## src/sv/gbpe_pkg.sv

```systemverilog
// ============================================================================
// Glyph bitmap pixel expander package
// Shared types and constants for the front end, job queue and back end.
// ============================================================================
package gbpe_pkg;

    // Configuration register indexes.
    typedef enum logic [2:0] {
        CFG_GLYPH_WIDTH  = 3'd0,
        CFG_GLYPH_HEIGHT = 3'd1,
        CFG_FG_COLOR     = 3'd2,
        CFG_BG_COLOR     = 3'd3,
        CFG_COLOR_MODE   = 3'd4,
        CFG_ALIGNMENT    = 3'd5
    } cfg_index_t;

    localparam int CFG_DATA_W = 18;
    localparam int WIDTH_W    = 6;
    localparam int HEIGHT_W   = 7;
    localparam int COLOR_W    = 18;

    // Color mode encodings.
    localparam logic MODE_65K  = 1'b0;
    localparam logic MODE_262K = 1'b1;

    // Job queue geometry.
    localparam int QDEPTH = 4;
    localparam int QAW    = 2;

    // One classified font byte, ready for pixel expansion.
    typedef struct packed {
        logic [7:0] font_byte;
        logic [2:0] first_bit;   // bit offset from the MSB of the first pixel
        logic [3:0] npix;        // pixels to emit, 1..8
        logic       glyph_end;   // final pixel of this job ends the glyph
    } job_t;

endpackage

```

## src/sv/glyph_bitmap_pixel_expander.sv

```systemverilog
// Glyph bitmap pixel expander. Font bitmap bytes enter on the s_ stream and leave as 16-bit
// display bus words on the m_ stream, one word per cycle while the receiver is ready: a byte
// yields up to eight pixels, one word each in 65K mode and two in 262K mode, so a full byte
// gives 8 or 16 words. The front end classifies a byte in the cycle it is accepted and queues
// the job in a four-entry queue; input requests are taken every cycle while the queue has
// room, so the sustained rate is set by the single-word-per-cycle output stage. Bytes
// after the end of a glyph give no words. Configuration is written through cfg_we,
// cfg_index and cfg_wdata and must only change while the block is idle.
// ============================================================================
// Glyph bitmap pixel expander top level
// Configuration registers, front end, job queue and back end.
// ============================================================================
module glyph_bitmap_pixel_expander
    import gbpe_pkg::*;
#(
    parameter int MAX_WIDTH  = 32,
    parameter int MAX_HEIGHT = 64
) (
    input  logic                  aclk,
    input  logic                  aresetn,
    // Input stream
    input  logic                  s_tvalid,
    output logic                  s_tready,
    input  logic [7:0]            s_tdata,   // [7:0] font_byte
    input  logic                  s_tuser,   // [0] glyph_start
    // Output stream
    output logic                  m_tvalid,
    input  logic                  m_tready,
    output logic [15:0]           m_tdata,   // [15:0] bus_word
    output logic [1:0]            m_tuser,   // [0] is_foreground, [1] end_of_glyph
    output logic                  m_tlast,   // last word of this font byte
    // Configuration write port
    input  logic                  cfg_we,
    input  logic [2:0]            cfg_index,
    input  logic [CFG_DATA_W-1:0] cfg_wdata
);

    logic [WIDTH_W-1:0]  glyph_width_reg;
    logic [HEIGHT_W-1:0] glyph_height_reg;
    logic [COLOR_W-1:0]  fg_color_reg;
    logic [COLOR_W-1:0]  bg_color_reg;
    logic                color_mode_reg;
    logic                alignment_reg;

    logic q_push, q_full, q_pop, q_empty;
    job_t q_push_job, q_pop_job;
    logic s_accept;

    // Configuration register writes.
    always_ff @(posedge aclk) begin
        if (!aresetn) begin
            glyph_width_reg  <= WIDTH_W'(8);
            glyph_height_reg <= HEIGHT_W'(16);
            fg_color_reg     <= '1;
            bg_color_reg     <= '0;
            color_mode_reg   <= MODE_262K;
            alignment_reg    <= 1'b0;
        end else if (cfg_we) begin
            unique case (cfg_index_t'(cfg_index))
                CFG_GLYPH_WIDTH:  glyph_width_reg  <= cfg_wdata[WIDTH_W-1:0];
                CFG_GLYPH_HEIGHT: glyph_height_reg <= cfg_wdata[HEIGHT_W-1:0];
                CFG_FG_COLOR:     fg_color_reg     <= cfg_wdata[COLOR_W-1:0];
                CFG_BG_COLOR:     bg_color_reg     <= cfg_wdata[COLOR_W-1:0];
                CFG_COLOR_MODE:   color_mode_reg   <= cfg_wdata[0];
                CFG_ALIGNMENT:    alignment_reg    <= cfg_wdata[0];
                default: ;
            endcase
        end
    end

    // Input requests are taken whenever the job queue has room.
    assign s_tready = !q_full;
    assign s_accept = s_tvalid && s_tready;

    gbpe_front #(
        .MAX_WIDTH  (MAX_WIDTH),
        .MAX_HEIGHT (MAX_HEIGHT)
    ) u_front (
        .aclk         (aclk),
        .aresetn      (aresetn),
        .accept       (s_accept),
        .font_byte    (s_tdata),
        .glyph_start  (s_tuser),
        .glyph_width  (glyph_width_reg),
        .glyph_height (glyph_height_reg),
        .alignment    (alignment_reg),
        .push         (q_push),
        .push_job     (q_push_job)
    );

    gbpe_queue u_queue (
        .aclk     (aclk),
        .aresetn  (aresetn),
        .push     (q_push),
        .push_job (q_push_job),
        .full     (q_full),
        .pop      (q_pop),
        .pop_job  (q_pop_job),
        .empty    (q_empty)
    );

    gbpe_back u_back (
        .aclk       (aclk),
        .aresetn    (aresetn),
        .q_empty    (q_empty),
        .q_job      (q_pop_job),
        .q_pop      (q_pop),
        .fg_color   (fg_color_reg),
        .bg_color   (bg_color_reg),
        .color_mode (color_mode_reg),
        .m_valid    (m_tvalid),
        .m_ready    (m_tready),
        .m_word     (m_tdata),
        .m_fg       (m_tuser[0]),
        .m_eog      (m_tuser[1]),
        .m_last     (m_tlast)
    );

endmodule

```

## src/sv/gbpe_queue.sv

```systemverilog
// ============================================================================
// Glyph expander job queue
// Small first-in first-out queue that decouples the front end from the back end.
// ============================================================================
module gbpe_queue
    import gbpe_pkg::*;
(
    input  logic aclk,
    input  logic aresetn,
    input  logic push,
    input  job_t push_job,
    output logic full,
    input  logic pop,
    output job_t pop_job,
    output logic empty
);

    job_t             mem [QDEPTH];
    logic [QAW-1:0]   wr_ptr_reg, wr_ptr_next;
    logic [QAW-1:0]   rd_ptr_reg, rd_ptr_next;
    logic [QAW:0]     count_reg, count_next;
    logic             do_push, do_pop;

    assign full    = (count_reg == (QAW+1)'(QDEPTH));
    assign empty   = (count_reg == '0);
    assign do_push = push && !full;
    assign do_pop  = pop && !empty;
    assign pop_job = mem[rd_ptr_reg];

    // Pointer and occupancy update.
    always_comb begin
        wr_ptr_next = do_push ? wr_ptr_reg + 1'b1 : wr_ptr_reg;
        rd_ptr_next = do_pop ? rd_ptr_reg + 1'b1 : rd_ptr_reg;
        count_next  = count_reg;
        if (do_push && !do_pop) begin
            count_next = count_reg + 1'b1;
        end else if (do_pop && !do_push) begin
            count_next = count_reg - 1'b1;
        end
    end

    always_ff @(posedge aclk) begin
        if (!aresetn) begin
            wr_ptr_reg <= '0;
            rd_ptr_reg <= '0;
            count_reg  <= '0;
        end else begin
            wr_ptr_reg <= wr_ptr_next;
            rd_ptr_reg <= rd_ptr_next;
            count_reg  <= count_next;
        end
    end

    // Storage write.
    always_ff @(posedge aclk) begin
        if (do_push) begin
            mem[wr_ptr_reg] <= push_job;
        end
    end

endmodule

```

## src/sv/gbpe_front.sv

```systemverilog
// ============================================================================
// Glyph expander front end
// Tracks row and column, classifies font bytes and queues in-glyph pixel jobs.
// ============================================================================
module gbpe_front
    import gbpe_pkg::*;
#(
    parameter int MAX_WIDTH  = 32,
    parameter int MAX_HEIGHT = 64
) (
    input  logic                aclk,
    input  logic                aresetn,
    input  logic                accept,
    input  logic [7:0]          font_byte,
    input  logic                glyph_start,
    input  logic [WIDTH_W-1:0]  glyph_width,
    input  logic [HEIGHT_W-1:0] glyph_height,
    input  logic                alignment,
    output logic                push,
    output job_t                push_job
);

    localparam logic [WIDTH_W:0]  MaxW = (WIDTH_W+1)'(MAX_WIDTH);
    localparam logic [HEIGHT_W:0] MaxH = (HEIGHT_W+1)'(MAX_HEIGHT);

    logic [WIDTH_W-1:0]  col_reg, col_next;
    logic [HEIGHT_W-1:0] row_reg, row_next;
    logic                done_reg, done_next;

    logic [WIDTH_W:0]    w_ext;
    logic [HEIGHT_W:0]   h_ext;
    logic [WIDTH_W-1:0]  w;
    logic [HEIGHT_W-1:0] h;
    logic [2:0]          pad;
    logic [WIDTH_W-1:0]  col_s, col_e, remain;
    logic [HEIGHT_W-1:0] row_s;
    logic                done_s;
    logic [3:0]          n8;
    logic [3:0]          n;
    logic [2:0]          first_bit;
    logic                row_end, glyph_end;

    // Effective geometry: zero acts as one, oversize clamps to the maximum.
    always_comb begin
        w_ext = {1'b0, glyph_width};
        if (glyph_width == '0) begin
            w_ext = (WIDTH_W+1)'(1);
        end else if (w_ext > MaxW) begin
            w_ext = MaxW;
        end
        h_ext = {1'b0, glyph_height};
        if (glyph_height == '0) begin
            h_ext = (HEIGHT_W+1)'(1);
        end else if (h_ext > MaxH) begin
            h_ext = MaxH;
        end
        w   = w_ext[WIDTH_W-1:0];
        h   = h_ext[HEIGHT_W-1:0];
        pad = 3'(4'd8 - {1'b0, w[2:0]});
    end

    // Classify the byte and work out the position after it.
    always_comb begin
        col_s     = glyph_start ? '0 : col_reg;
        row_s     = glyph_start ? '0 : row_reg;
        done_s    = glyph_start ? 1'b0 : done_reg;
        col_e     = (col_s >= w) ? '0 : col_s;
        remain    = w - col_e;
        first_bit = 3'd0;
        n8        = 4'd8;
        if (alignment && (col_e == '0)) begin
            first_bit = pad;
            n8        = 4'd8 - {1'b0, pad};
        end
        n         = ({2'b00, n8} > remain) ? remain[3:0] : n8;
        row_end   = (({1'b0, col_e} + {3'b000, n}) >= {1'b0, w});
        glyph_end = row_end && (({1'b0, row_s} + 1'b1) >= {1'b0, h});

        push      = 1'b0;
        col_next  = col_reg;
        row_next  = row_reg;
        done_next = done_reg;
        if (accept) begin
            priority if (done_s) begin
                col_next  = col_s;
                row_next  = row_s;
                done_next = 1'b1;
            end else if (row_s >= h) begin
                // Height shrank below the current row: the glyph is complete.
                col_next  = col_s;
                row_next  = row_s;
                done_next = 1'b1;
            end else begin
                push = 1'b1;
                if (row_end) begin
                    col_next  = '0;
                    row_next  = row_s + 1'b1;
                    done_next = glyph_end;
                end else begin
                    col_next  = col_e + {2'b00, n};
                    row_next  = row_s;
                    done_next = 1'b0;
                end
            end
        end

        push_job.font_byte = font_byte;
        push_job.first_bit = first_bit;
        push_job.npix      = n;
        push_job.glyph_end = glyph_end;
    end

    always_ff @(posedge aclk) begin
        if (!aresetn) begin
            col_reg  <= '0;
            row_reg  <= '0;
            done_reg <= 1'b0;
        end else begin
            col_reg  <= col_next;
            row_reg  <= row_next;
            done_reg <= done_next;
        end
    end

endmodule

```

## src/sv/gbpe_back.sv

```systemverilog
// ============================================================================
// Glyph expander back end
// Expands jobs into registered bus words, one per cycle unless output stalls.
// ============================================================================
module gbpe_back
    import gbpe_pkg::*;
(
    input  logic               aclk,
    input  logic               aresetn,
    input  logic               q_empty,
    input  job_t               q_job,
    output logic               q_pop,
    input  logic [COLOR_W-1:0] fg_color,
    input  logic [COLOR_W-1:0] bg_color,
    input  logic               color_mode,
    output logic               m_valid,
    input  logic               m_ready,
    output logic [15:0]        m_word,
    output logic               m_fg,
    output logic               m_eog,
    output logic               m_last
);

    logic        busy_reg, busy_next;
    logic [7:0]  bits_reg, bits_next;
    logic [3:0]  cnt_reg, cnt_next;
    logic        half_reg, half_next;
    logic        gend_reg, gend_next;

    logic        out_valid_reg, out_valid_next;
    logic [15:0] word_reg;
    logic        fg_reg, eog_reg, last_reg;

    logic               adv;
    logic               pix_bit;
    logic [COLOR_W-1:0] color;
    logic               last_word;
    logic [15:0]        word_val;

    // Current pixel and the word it produces now.
    always_comb begin
        adv     = busy_reg && (!out_valid_reg || m_ready);
        pix_bit = bits_reg[7];
        color   = pix_bit ? fg_color : bg_color;
        if (color_mode == MODE_65K) begin
            word_val  = color[15:0];
            last_word = (cnt_reg == 4'd1);
        end else if (!half_reg) begin
            word_val  = {color[17:12], 2'b00, color[11:6], 2'b00};
            last_word = 1'b0;
        end else begin
            word_val  = {8'h00, color[5:0], 2'b00};
            last_word = (cnt_reg == 4'd1);
        end
        q_pop = !q_empty && (!busy_reg || (adv && last_word));
    end

    // Job sequencing: step through pixels, load the next job when done.
    always_comb begin
        busy_next = busy_reg;
        bits_next = bits_reg;
        cnt_next  = cnt_reg;
        half_next = half_reg;
        gend_next = gend_reg;
        if (adv) begin
            if ((color_mode == MODE_262K) && !half_reg) begin
                half_next = 1'b1;
            end else begin
                half_next = 1'b0;
                cnt_next  = cnt_reg - 1'b1;
                bits_next = {bits_reg[6:0], 1'b0};
                if (cnt_reg == 4'd1) begin
                    busy_next = 1'b0;
                end
            end
        end
        if (q_pop) begin
            busy_next = 1'b1;
            bits_next = q_job.font_byte << q_job.first_bit;
            cnt_next  = q_job.npix;
            half_next = 1'b0;
            gend_next = q_job.glyph_end;
        end
        out_valid_next = adv ? 1'b1 : (m_ready ? 1'b0 : out_valid_reg);
    end

    always_ff @(posedge aclk) begin
        if (!aresetn) begin
            busy_reg      <= 1'b0;
            half_reg      <= 1'b0;
            out_valid_reg <= 1'b0;
        end else begin
            busy_reg      <= busy_next;
            half_reg      <= half_next;
            out_valid_reg <= out_valid_next;
        end
    end

    // Payload registers.
    always_ff @(posedge aclk) begin
        bits_reg <= bits_next;
        cnt_reg  <= cnt_next;
        gend_reg <= gend_next;
        if (adv) begin
            word_reg <= word_val;
            fg_reg   <= pix_bit;
            last_reg <= last_word;
            eog_reg  <= last_word && gend_reg;
        end
    end

    assign m_valid = out_valid_reg;
    assign m_word  = word_reg;
    assign m_fg    = fg_reg;
    assign m_eog   = eog_reg;
    assign m_last  = last_reg;

endmodule

```

## config.mk

```make
export PLATFORM = sky130hd
export DESIGN_NAME = glyph_bitmap_pixel_expander
export DESIGN_NICKNAME = d
export VERILOG_FILES = /design/src/sv/gbpe_pkg.sv /design/src/sv/glyph_bitmap_pixel_expander.sv /design/src/sv/gbpe_queue.sv /design/src/sv/gbpe_front.sv /design/src/sv/gbpe_back.sv
export SDC_FILE = /design/constraint.sdc
export NUM_CORES = 1
export LEC_CHECK = 0
export BUFFER_PORTS_ARGS = -buffer_cell sky130_fd_sc_hd__buf_2
export CORE_MARGIN = 2
export CORE_UTILIZATION = 40
export DETAILED_ROUTE_END_ITERATION = 6
export HOLD_SLACK_MARGIN = 0.15
export PLACE_DENSITY = 0.62
export SLEW_MARGIN = 10
export SYNTH_ARGS = -nofsm -noshare
export SYNTH_HDL_FRONTEND = slang
export SYNTH_HIERARCHICAL = 1
export SYNTH_SLANG_ARGS = --single-unit
```

## constraint.sdc

```tcl
create_clock -name aclk -period 6.91 [get_ports aclk]
set_input_delay 0.691 -clock aclk [delete_from_list [all_inputs] [get_ports aclk]]
set_output_delay 0.691 -clock aclk [all_outputs]
set_load 0.02 [all_outputs]
```

==> Word level (Yosys, flattened, before mapping) <==
Memories as Yosys holds them, arrays and structs flattened. A register that Yosys moved wholly into a read port is not among the register bits.
Cells that the tools add are included.
Widths: inputs -> output; s select.
{ "op_classes": {"add_sub_neg": 12, "order_cmp": 7, "n_eq_ne": 8, "shift": 1, "mux": 47, "n_bitwise": 1, "n_reduce_logical": 39} }
{ "op_table": {"columns": ["operator", "count"], "rows": [
  ["$mux 6", 7],
  ["$mux 7", 6],
  ["$mux 16", 2],
  ["$mux 8", 3],
  ["$mux 4", 5],
  ["$mux 1", 18],
  ["$mux 18", 1],
  ["$reduce_and 2->1", 7],
  ["$logic_and 1x1->1", 12],
  ["$logic_not 6->1", 2],
  ["$eq 3x3->1 const B", 3],
  ["$mux 3", 3],
  ["$add 7x1->8 const B", 1],
  ["$ge 8x7->1", 1],
  ["$reduce_bool 2->1", 4],
  ["$shl 8x3->8", 1],
  ["$add 6x4->7", 1],
  ["$add 7x1->7 const B", 1],
  ["$ge 7x6->1", 1],
  ["$ge 7x7->1", 1],
  ["$gt 7x7->1 const B", 1],
  ["$logic_not 1->1", 7],
  ["$logic_not 7->1", 1],
  ["$add 6x4->6", 1],
  ["20 further kinds", 25]
]} }
{ "word_totals": {"register_bits": 107, "mem_bits_rw": 64, "input_bits": 35, "elab_cells": 138, "memories": 1} }
{ "memory_table": {"columns": ["memory", "depth", "word_bits", "rd", "rd_ports_with_merged_regs", "write_ports", "line_no", "source"], "rows": [
  ["u_queue.mem", 4, 16, 1, 1, 1, "gbpe_queue.sv:18", "job_t mem [QDEPTH];"]
]} }

==> Longest topological paths before layout <==
Gate-level depths: netlist of the first run.
{ "logic_depth": {"ltp_word": 16, "depth_mapped": 34, "mapped_depth_nobuf": 33} }

==> Hierarchy <==
Netlist of the first run, hierarchy kept.
{ "modules_own_cells": {"columns": ["module", "instances", "cells_each", "area_each_um2", "seq_area_each_um2"], "rows": [
  ["gbpe_queue", 1, 132, 2812.7, 2102.0],
  ["gbpe_front", 1, 295, 2213.4, 280.3],
  ["glyph_bitmap_pixel_expander", 1, 213, 2117.0, 1021.0],
  ["gbpe_back", 1, 166, 1950.6, 1021.0]
]} }

==> Least setup slack after synthesis of the first run <==
OpenSTA, ideal clock, no wires.
{ "synth_timing": {"path_type": "input -> register", "startpoint": "in s_tuser", "endpoint": "mem u_queue/mem[0][0] (netlist name) (data pin)", "setup_time_ns": 0.254, "arrival_ns": 6.296, "required_time_ns": 6.656, "slack_ns": 0.360, "stages": 32, "path_cell_list": "clkbuf_1 -> nor2b_1 -> ha_1 -> a21o_1 -> a31oi_2 -> o21ai_2 -> nand2b_1 -> ha_1 -> nor2b_1 -> o21ai_0 -> nand2b_1 -> xor2_1 -> inv_1 -> ha_1 -> o21ai_0 -> a21oi_1 -> o2111ai_4 -> mux2i_1 -> ha_1 -> inv_1 -> fa_1 -> nor2b_1 -> o21a_1 -> nor2_1 -> xor2_1 -> ha_1 -> a21o_1 -> a221oi_1 -> o31a_1 -> buf_2 -> a31oi_1 -> buf_4"} }
{ "synth_rtl": {"columns": ["element", "line_no", "source"], "rows": [
  ["start, declared", "glyph_bitmap_pixel_expander.sv:25", "input logic s_tuser,"],
  ["end, declared", "gbpe_queue.sv:18", null]
]} }

==> key figures, run 1 <==
Run status
  • Outcome: complete, no violations

Global routing
  • Met2 Resource Use GR: 0.249
  • Top Usage Layer GRT: met2
  • First-pass GRT wire length: around 30000 µm
  • Vias in the first global route: about 5.8k
  • Initial antenna violation count: 0
  • Total GRT Usage: 0.156
  • Largest net degree at the start of global routing: around 110
  • Remaining global-route overflow: 0
  • Met1 global-route usage: 0.220
  • Met3 usage: 0.0291

Power and ir drop
  • Leakage dissipation: approximately 4.1 nW
  • Switching part of the total: 0.350
  • Seq pwr share: 0.398
  • Combinational share of power: 0.334
  • P_int: between 2 and 2.5 mW
  • NetSw: 1.27 mW
  • Clock share of power: 0.268
  • VDD IR max: between 0.00015 and 0.0002 V
  • P per Cell Area: 353 mW/mm²

Synthesis
  • Post-synth net total: ~890
  • Post-synth top flop: edfxtp_1
  • Avg Inst Size Synth: between 10 and 15 µm²
  • Post-Syn Instances: slightly above 800
  • Synth Register Bits: between 150 and 200
  • Sequential fraction of the synthesis area: 0.487
  • EDFF count, synth: between 90 and 100
  • YS warnings: 6
  • Async set-reset flop share out of synthesis: 0
  • Post-Synthesis Cell Area: just over 0.009 mm²
  • Post-synth cell types: 69

Timing
  • Final Hold Fails: 0
  • Fin Clk Skew: between 0.01 and 0.015 ns
  • Min cycle time layout: 6.56 ns
  • Worst setup margin: 0.355 ns
  • Worst hold slack: around 0.46 ns
  • Slew HR: 0.235
  • # setup viols final: 0
  • Slew Limit Fails: 0
  • Max frequency: 0.153 GHz
  • Post-route clock period utilization: 0.949
  • Worst-Margin Slew: around 1.1 ns
  • Fin Setup TNS: 0 ns

Worst setup path
  • Critical Setup Path Class: reg2reg
  • Critical path arrival: between 6 and 7 ns
  • CP max stage cell: fa_1
  • Worst setup EP type: flip-flop
  • Worst Path Max Fanout: 9
  • Startpoint Class: flip-flop
  • CP peak stage delay: 0.39 ns
  • Crit path top cell by count: ha_1
  • Critical Path RT: approximately 7.2 ns
  • Reg2reg path depth: 33

Finish
  • Max reg flops: between 60 and 70
  • Nets@finish: 944
  • Area grow syn2layout: 13.3%
  • Register Area: about 0.0044 mm²
  • Fillers: roughly 2.0k
  • Layout cell share with drive strength beyond 1: 0.186
  • Core Util, Final: 0.458
  • Footprint of the multi-input gates: approximately 0.0043 mm²
  • # diodes: 0

CTS
  • Worst-Skew Late Latency: around 0.42 ns
  • Clk root buf: clkbuf_16
  • Hold buffer count at cts: 0
  • TritonCTS clock tree: yes
  • Clock Path Buffers: 2
  • Sink Count: 173
  • H-tree levels: 4
  • CTS clk-pin slew, worst paths: ~0.080 ns
  • TritonCTS Buffers: 17

Die
  • Initial Utilization: 0.404
  • Core Region: about 0.023 mm²
  • Site Rows: 55
  • # IOs: 56
  • Die Span X: 155 µm
  • Die H: roughly 150 µm
  • Die Area: roughly 0.024 mm²

Detailed routing
  • Post-Route WL: between 15000 and 20000 µm
  • Final ANT Viol Nets: 0
  • DRC Markers: 0
  • DR vias/cell: approximately 5
  • DR vias: 5885
  • DR iter-0 viols: between 200 and 300
  • DR pass1 iterations: 5
  • Routed len/inst: around 16 µm

Hold path
  • Hold path depth: 2
  • Hold Path Class: reg2reg

Place
  • I/O Buffers: 55
  • Gpl congestion: between 0.8 and 0.9
  • Placement Setup Slack: -0.128 ns
  • Final HPWL DP: between 10000 and 15000 µm

Run
  • Max-Cap Viols: 0
[stage by stage]
step / instances / total power [mW] / instance area (µm²)
after detailed placement: 1119 / 2.65 / 9590
after floorplan: 806 / 2.37 / 9090
after global placement: 1119 / 2.63 / 9590
after CTS: 1151 / 3.64 / 10200
final: 1156 / 3.63 / 10300
after global routing: 1156 / 3.86 / 10300
[worst max-delay path, delay by kind of cell (launching register included)]
kind | cells | cell delay, ns
mux | 1 | 0.31
fa+ha+maj | 6 | 1.73
simple gates | 9 | 1.29
xor+xnor | 2 | 0.38
flops | 1 | 0.33
buf+inv | 3 | 0.28
compound gates | 12 | 2.11
[power by group through the flow]
stage | logic, mW | registers (mW) | clock network [mW]
after floorplan | 0.902 | 1.47 | 0
after global placement | 1.17 | 1.46 | 0
after detailed placement | 1.18 | 1.47 | 0
after CTS | 1.19 | 1.45 | 0.997
after global routing | 1.35 | 1.47 | 1.04
final | 1.21 | 1.45 | 0.975
[final timing paths]
check	from	slack [ns]	to
setup / recovery	glyph_width_reg[2]	0.35	u_front/done_reg
hold / removal	bg_color_reg[2]	0.46	bg_color_reg[2]
setup reg to reg	glyph_width_reg[2]	0.35	u_front/done_reg
hold reg to reg	bg_color_reg[2]	0.46	bg_color_reg[2]
[cell families after synthesis]
logic type,synth area share
compound gates,0.0859
fa+ha+maj,0.0726
mux,0.145
simple gates,0.144
buf+inv,0.0462
flops,0.487
xor+xnor,0.0198
[cells in the mapped netlist, types with 7 or more instances]
cell      number  area, µm²
nor3_1         7       35.0
dfxtp_1       77       1540
buf_2         10       50.1
nor2b_1       62        388
and2_1        12       75.1
xnor2_1       12        105
a21oi_1       28        140
nand3_1        9       45.0
nand2_1       98        368
mux2i_1       83        831
nor2_1        36        135
nand2b_1      13       81.3
clkbuf_1      17       63.8
edfxtp_1      96       2880
inv_1         32        120
o21ai_0       27        135
ha_1          48        601
buf_4         15        113
a21o_1         8       60.1
mux4_2        18        405
a31oi_1        7       43.8
[final cells by class]
| cell class | count | area share |
|---|---|---|
| Tap cell | 285 | 0.0346 |
| Sequential cell | 173 | 0.429 |
| Clock inverter | 15 | 0.0205 |
| Inverter | 33 | 0.0120 |
| Clock buffer | 17 | 0.0413 |
| Multi-Input combinational cell | 552 | 0.416 |
| Timing Repair Buffer | 81 | 0.0457 |
[placed cells by master (no fill, tap or decap), drive strengths merged, types with 8 or more instances in the layout]
cell    instances
o21ai          30
inv            38
a31oi           8
nand3           9
nor2           36
and2           12
nand2          98
xnor2          12
mux2i          83
dfxtp          77
ha             48
clkinv         10
a21o            8
nor2b          62
clkbuf         17
buf            81
a21oi          28
nand2b         14
edfxtp         96
mux4           18
[timing repair]
item                                    in CTS  in global routing
endpoints found under the setup margin       0                 18
setup buffers                                0                  5
gates resized for setup                      0                 10
[layer usage]
| layer | vias up | share of wire |
|---|---|---|
| li1 | 2991 | - |
| met1 | 2810 | 0.50 |
| met2 | 74 | 0.46 |
| met3 | 10 | 0.027 |
| met4 | 0 | 0.0094 |
| met5 | - | 0 |
No activity file was read; power rests on OpenSTA's default activity.
==> run 2: changes to the inputs <==
PLACE_DENSITY = 0.59   (was 0.62)
clock period = 6.06 ns   (was 6.91 ns; I/O delays follow)
==> key figures, run 2 (synthesis gave the netlist of run 1 again) <==
Run status
  • Outcome: finished, violations left
  • Failing checks: setup timing

Timing
  • Final Hold Fails: 0
  • Max frequency: about 0.16 GHz
  • Worst setup margin: -0.0518 ns
  • Fin Clk Skew: around 0.017 ns
  • Post-route clock period utilization: 1.01
  • RSZ-0062 raised after global routing: true
  • Slew HR: 0.273
  • # setup viols final: 6
  • Min cycle time layout: 6.11 ns
  • Slew Limit Fails: 0
  • Fin Setup TNS: -0.179 ns
  • Worst-Margin Slew: approximately 1.1 ns

Power and ir drop
  • Leakage dissipation: approximately 4.4 nW
  • Seq pwr share: 0.383
  • P_int: about 2.8 mW
  • Combinational share of power: 0.366
  • NetSw: 1.49 mW
  • Switching part of the total: 0.348
  • P per Cell Area: approximately 390 mW/mm²
  • VDD IR max: between 0.00015 and 0.0002 V
  • Clock share of power: 0.251

Die
  • # IOs: 56
  • Die Area: around 0.024 mm²
  • Initial Utilization: 0.404
  • Core Region: approximately 0.023 mm²
  • Die Span X: about 150 µm
  • Die H: 155 µm
  • Site Rows: 55

Worst setup path
  • Worst setup EP type: flip-flop
  • Critical Setup Path Class: reg2reg
  • Worst Path Max Fanout: 5
  • CP max stage cell: fa_2
  • CP peak stage delay: 0.36 ns
  • Startpoint Class: flip-flop
  • Critical path arrival: ~6.5 ns
  • Critical Path RT: between 6 and 7 ns

Detailed routing
  • Routed len/inst: 15.6 µm
  • DR pass1 iterations: 4
  • DR vias: approximately 6.1k
  • Final ANT Viol Nets: 0
  • DRC Markers: 0
  • Post-Route WL: 18900 µm
  • DR iter-0 viols: around 370
  • DR vias/cell: 5.05

Finish
  • Layout cell share with drive strength beyond 1: 0.271
  • Register Area: between 0.004 and 0.005 mm²
  • Commonest non-fill, non-tap cells in the layout: nand2_1 (96), edfxtp_1 (96), mux2i_1 (82)
  • # diodes: 0
  • Area grow syn2layout: 20.1%
  • Max reg flops: 64
  • Footprint of the multi-input gates: 0.00452 mm²
  • Final Cell Area: 0.0109 mm²
  • Fillers: 2005
  • Nets@finish: about 1000

CTS
  • TritonCTS Buffers: 17
  • CTS clk-pin slew, worst paths: 0.08 ns
  • TritonCTS clock tree: yes
  • Worst-Skew Late Latency: approximately 0.43 ns
  • H-tree levels: 4
  • Sink Count: between 150 and 200
  • Clk root buf: clkbuf_16
  • Clock Path Buffers: 2

Global routing
  • Remaining global-route overflow: 0
  • Largest net degree at the start of global routing: between 60 and 70
  • Initial antenna violation count: 1
  • First-pass GRT wire length: 30700 µm
  • Vias in the first global route: around 6.0k
  • Total GRT Usage: 0.161

Hold path
  • Hold Path Class: in2reg

Place
  • Placement Cell Area: about 0.01 mm²
  • I/O Buffers: 55
  • Final HPWL DP: roughly 13000 µm
  • Gpl congestion: around 0.84

Run
  • Max-Cap Viols: 0
-- run 2: changes by cell type in the layout (fill, tap and decap cells not counted), moves of 4 or more --
cell	before	now
buf_4	26	74
ha_4	0	5
buf_6	0	5
clkinv_8	9	4
o21ai_0	26	21
a31oi_4	0	4
ha_1	47	41
-- run 2: per-layer routing --
layer  part of all wire  track usage  vias to the layer above
met5            0.00069            0                        -
met4              0.012       0.0432                        2
met3              0.028       0.0319                       22
met2               0.46        0.259                       84
met1               0.50        0.224                     2906
li1                   -            -                     3095
-- run 2: cell type report --
type / count / area share
multi-input combinational: 552 / 0.414
inverter: 33 / 0.0116
sequential: 173 / 0.406
tap: 285 / 0.0327
timing repair buffer: 135 / 0.0817
clock buffer: 17 / 0.0390
clock inverter: 15 / 0.0156
-- run 2: worst paths after layout --
check | from | endpoint | slack [ns] | depth (start not counted)
hold reg to reg | bg_color_reg[3] | bg_color_reg[3] | 0.46 | 2
setup / recovery | glyph_width_reg[1] | u_front/col_reg[3] | -0.05 | 32
setup reg to reg | glyph_width_reg[1] | u_front/col_reg[3] | -0.05 | 32
hold / removal | s_tdata[6] | u_queue/mem[2][14] | 0.40 | 1
-- run 2: worst max-delay path, delay by kind of cell, from the launching register on --
family | cells | cell delay [ns]
buffers and inverters | 3 | 0.24
muxes | 1 | 0.27
DFF | 1 | 0.34
AOI/OAI and AO/OA | 11 | 1.76
and+or+nand+nor | 8 | 1.11
adders and majority gates | 7 | 1.99
xor gates and xnor gates | 2 | 0.32
-- run 2: per-stage QoR --
stage	setup slack, ns	hold WS [ns]	total power, mW	util	cells
after floorplan	0.00300	0.421	2.72	-	806
after global placement	-0.155	0.443	3.09	0.443	1164
after detailed placement	-0.304	0.447	3.11	0.443	1164
after CTS	0.00139	0.377	4.23	0.476	1201
after global routing	-0.363	0.386	4.54	0.485	1210
final	-0.0518	0.398	4.29	0.485	1210
-- run 2: repair_timing --
item / 4_1_cts / 5_1_grt
endpoints found under the setup margin: 17 / 18
pin swaps: 19 / 24
hold buffers: 0 / 0
buffers inserted: 4 / 9
resized for setup: 20 / 33
gates cloned: 1 / 0
-- run 2: power groups by stage --
stage	logic [mW]	registers [mW]	clock network (mW)
5_1_grt	1.71	1.67	1.15
3_3_place_gp	1.42	1.67	0
3_5_place_dp	1.43	1.67	0
4_1_cts	1.48	1.65	1.11
2_1_floorplan	1.05	1.67	0
6_report	1.57	1.64	1.08
==> run 3: changes to the inputs <==
ABC_AREA = 1   (was default)
==> key figures, run 3 <==
Timing
  • Slew Limit Fails: 0
  • Final Hold Fails: 0
  • Min cycle time layout: 5.68 ns
  • # setup viols final: 0
  • RSZ-0062 raised after global routing: false
  • Fin Setup TNS: 0 ns
  • Slew HR: 0.268
  • Post-route clock period utilization: 0.937
  • Fin Clk Skew: between 0.01 and 0.015 ns
  • Worst-Margin Slew: between 1 and 1.5 ns
  • Max frequency: 0.176 GHz

Hold path
  • Hold Path Class: in2reg
  • Hold path depth: 1

Worst setup path
  • Crit path top cell by count: nand2_1
  • Critical Setup Path Class: reg2reg
  • Worst Path Max Fanout: 6
  • CP peak stage delay: between 0.5 and 0.6 ns
  • Critical Path RT: between 6 and 7 ns
  • Reg2reg path depth: 38
  • Worst setup EP type: flip-flop
  • Startpoint Class: flip-flop
  • Critical path arrival: 5.85 ns
  • CP max stage cell: fa_2

Detailed routing
  • DR vias/cell: just under 5
  • DRC Markers: 0
  • Final ANT Viol Nets: 0
  • DR vias: 7408
  • DR iter-0 viols: 415
  • DR pass1 iterations: 5
  • Post-Route WL: about 21000 µm
  • Routed len/inst: ~14 µm

CTS
  • Clock Path Buffers: 2
  • TritonCTS clock tree: yes
  • Worst-Skew Late Latency: 0.43 ns
  • H-tree levels: 4
  • Sink Count: between 150 and 200
  • CTS clk-pin slew, worst paths: ~0.08 ns
  • TritonCTS Buffers: 17
  • Clk root buf: clkbuf_16

Synthesis
  • Post-synth cell types: 48
  • Post-synth top flop: edfxtp_1
  • Post-Synthesis Cell Area: around 0.0093 mm²
  • Adder-Cell Fraction of Synth Area: 0.0707
  • Post-synth net total: 1203
  • Post-synth top cells: nand2_1 (240), nor2_1 (147), inv_1 (125), nand3_1 (119), edfxtp_1 (96)
  • Main area contributors after synthesis: edfxtp_1 (31%), dfxtp_1 (17%), nand2_1 (9.6%)
  • Largest family of logic cells by synthesized area: simple AND/OR/NAND/NOR gates
  • Avg Inst Size Synth: about 8.4 µm²
  • Synth Area in Compound Gates: 0.0899
  • Async set-reset flop share out of synthesis: 0
  • Sequential fraction of the synthesis area: 0.474
  • Post-Syn Instances: roughly 1.1k
  • Most frequent cell after synthesis: nand2_1
  • Synth top area share: 0.309
  • EDFF count, synth: 96
  • YS warnings: 6
  • XOR/XNOR Fraction of Synth Area: 0.0157
  • Synth Register Bits: about 170
  • Synth Area in Simple Gates: 0.260
  • Multiplexer area fraction after synthesis: 0.00643
  • Synth area leader: edfxtp_1

Finish
  • Fillers: 2253
  • Area grow syn2layout: 15.1%
  • Nets@finish: roughly 1.3k
  • Commonest non-fill, non-tap cell in the layout: nand2_1
  • Commonest non-fill, non-tap cells in the layout: nand2_1 (237), nor2_1 (140), inv_1 (120)
  • Max reg flops: 64
  • Layout cell share with drive strength beyond 1: 0.174
  • Final Cell Area: between 0.01 and 0.015 mm²
  • # diodes: 0

Power and ir drop
  • P per Cell Area: roughly 470 mW/mm²
  • Leakage dissipation: approximately 4.7 nW
  • VDD IR max: 0.000255 V

Place
  • Gpl congestion: between 0.8 and 0.9
  • Placement Cell Area: just under 0.01 mm²
  • Final HPWL DP: around 15000 µm
  • I/O Buffers: between 50 and 60

Die
  • Die H: roughly 160 µm
  • Initial Utilization: 0.410
  • Die Area: roughly 0.025 mm²
  • Site Rows: 55
  • # IOs: 56
  • Die Span X: 157 µm
  • Core Region: 0.0228 mm²

Global routing
  • Vias in the first global route: 6772
  • Largest net degree at the start of global routing: slightly above 60
  • Met1 global-route usage: 0.247
  • First-pass GRT wire length: 33900 µm
  • Remaining global-route overflow: 0
  • Top Usage Layer GRT: met2
  • Total GRT Usage: 0.173
  • Met3 usage: 0.0285
  • Met2 Resource Use GR: 0.277
  • Initial antenna violation count: 0

Run status
  • Outcome: complete, no violations

Run
  • Max-Cap Viols: 0
[run 3: through the flow]
step | power [mW] | setup WS [ns] | hold slack (ns) | std cells | utilization
finish | 5.02 | 0.381 | 0.392 | 1504 | 0.472
CTS | 4.87 | 0.0464 | 0.376 | 1498 | 0.461
floorplan | 3.27 | 0.230 | 0.421 | 1117 | -
global placement | 3.75 | 0.125 | 0.434 | 1466 | 0.435
global route | 5.41 | 0.00567 | 0.378 | 1504 | 0.472
detailed placement | 3.78 | -0.0641 | 0.437 | 1466 | 0.435
[run 3: cell families (layout without fill, tap and decap cells)]
kind of cell	Yosys count	after routing
and+or+nand+nor	553	556
AOI/OAI and AO/OA	142	142
adders and majority gates	51	51
muxes	6	6
DFF	173	173
buffers and inverters	177	248
xor gates and xnor gates	15	15
[run 3: final timing paths]
kind                                         start                  to  slack, ns
worst max-delay path            glyph_width_reg[1]   u_queue/mem[1][0]       0.38
worst min-delay path                    s_tdata[3]  u_queue/mem[3][11]       0.39
worst max register to register  glyph_width_reg[1]   u_queue/mem[1][0]       0.38
worst min register to register     fg_color_reg[1]     fg_color_reg[1]       0.46
[run 3: area by class of cell]
type	count	area, µm²	share of cell area
clock buffer	17	425	0.0396
clock inverter	15	170	0.0158
multi-input combinational	770	4360	0.405
tap	313	392	0.0364
sequential	173	4430	0.412
inverter	135	508	0.0473
timing repair buffer	81	470	0.0438
[run 3: power by group]
part / internal, mW / switching, mW / total, mW
logic: 0.764 / 1.49 / 2.25
clock network: 0.556 / 0.523 / 1.08
registers: 1.56 / 0.130 / 1.69
total: 2.88 / 2.14 / 5.02
[run 3: timing repair]
action / 4_1_cts / 5_1_grt
gates cloned: 0 / 3
hold buffers: 0 / 0
gates resized for setup: 1 / 42
pin swaps: 0 / 19
setup buffers: 0 / 3
endpoints found under the setup margin: 12 / 18
[run 3: layer usage]
layer | up-vias | share of wire
li1 | 3818 | -
met1 | 3426 | 0.50
met2 | 145 | 0.46
met3 | 19 | 0.032
met4 | 0 | 0.0078
met5 | - | 0
[run 3: worst max-delay path: cells and delay by family (launching register included)]
kind | cells | cell delay (ns)
adder cells (fa/ha/maj) | 7 | 2.25
AO/OA/AOI/OAI | 4 | 0.54
flip-flops | 1 | 0.34
buffers and inverters | 7 | 0.41
AND/OR/NAND/NOR | 20 | 1.88
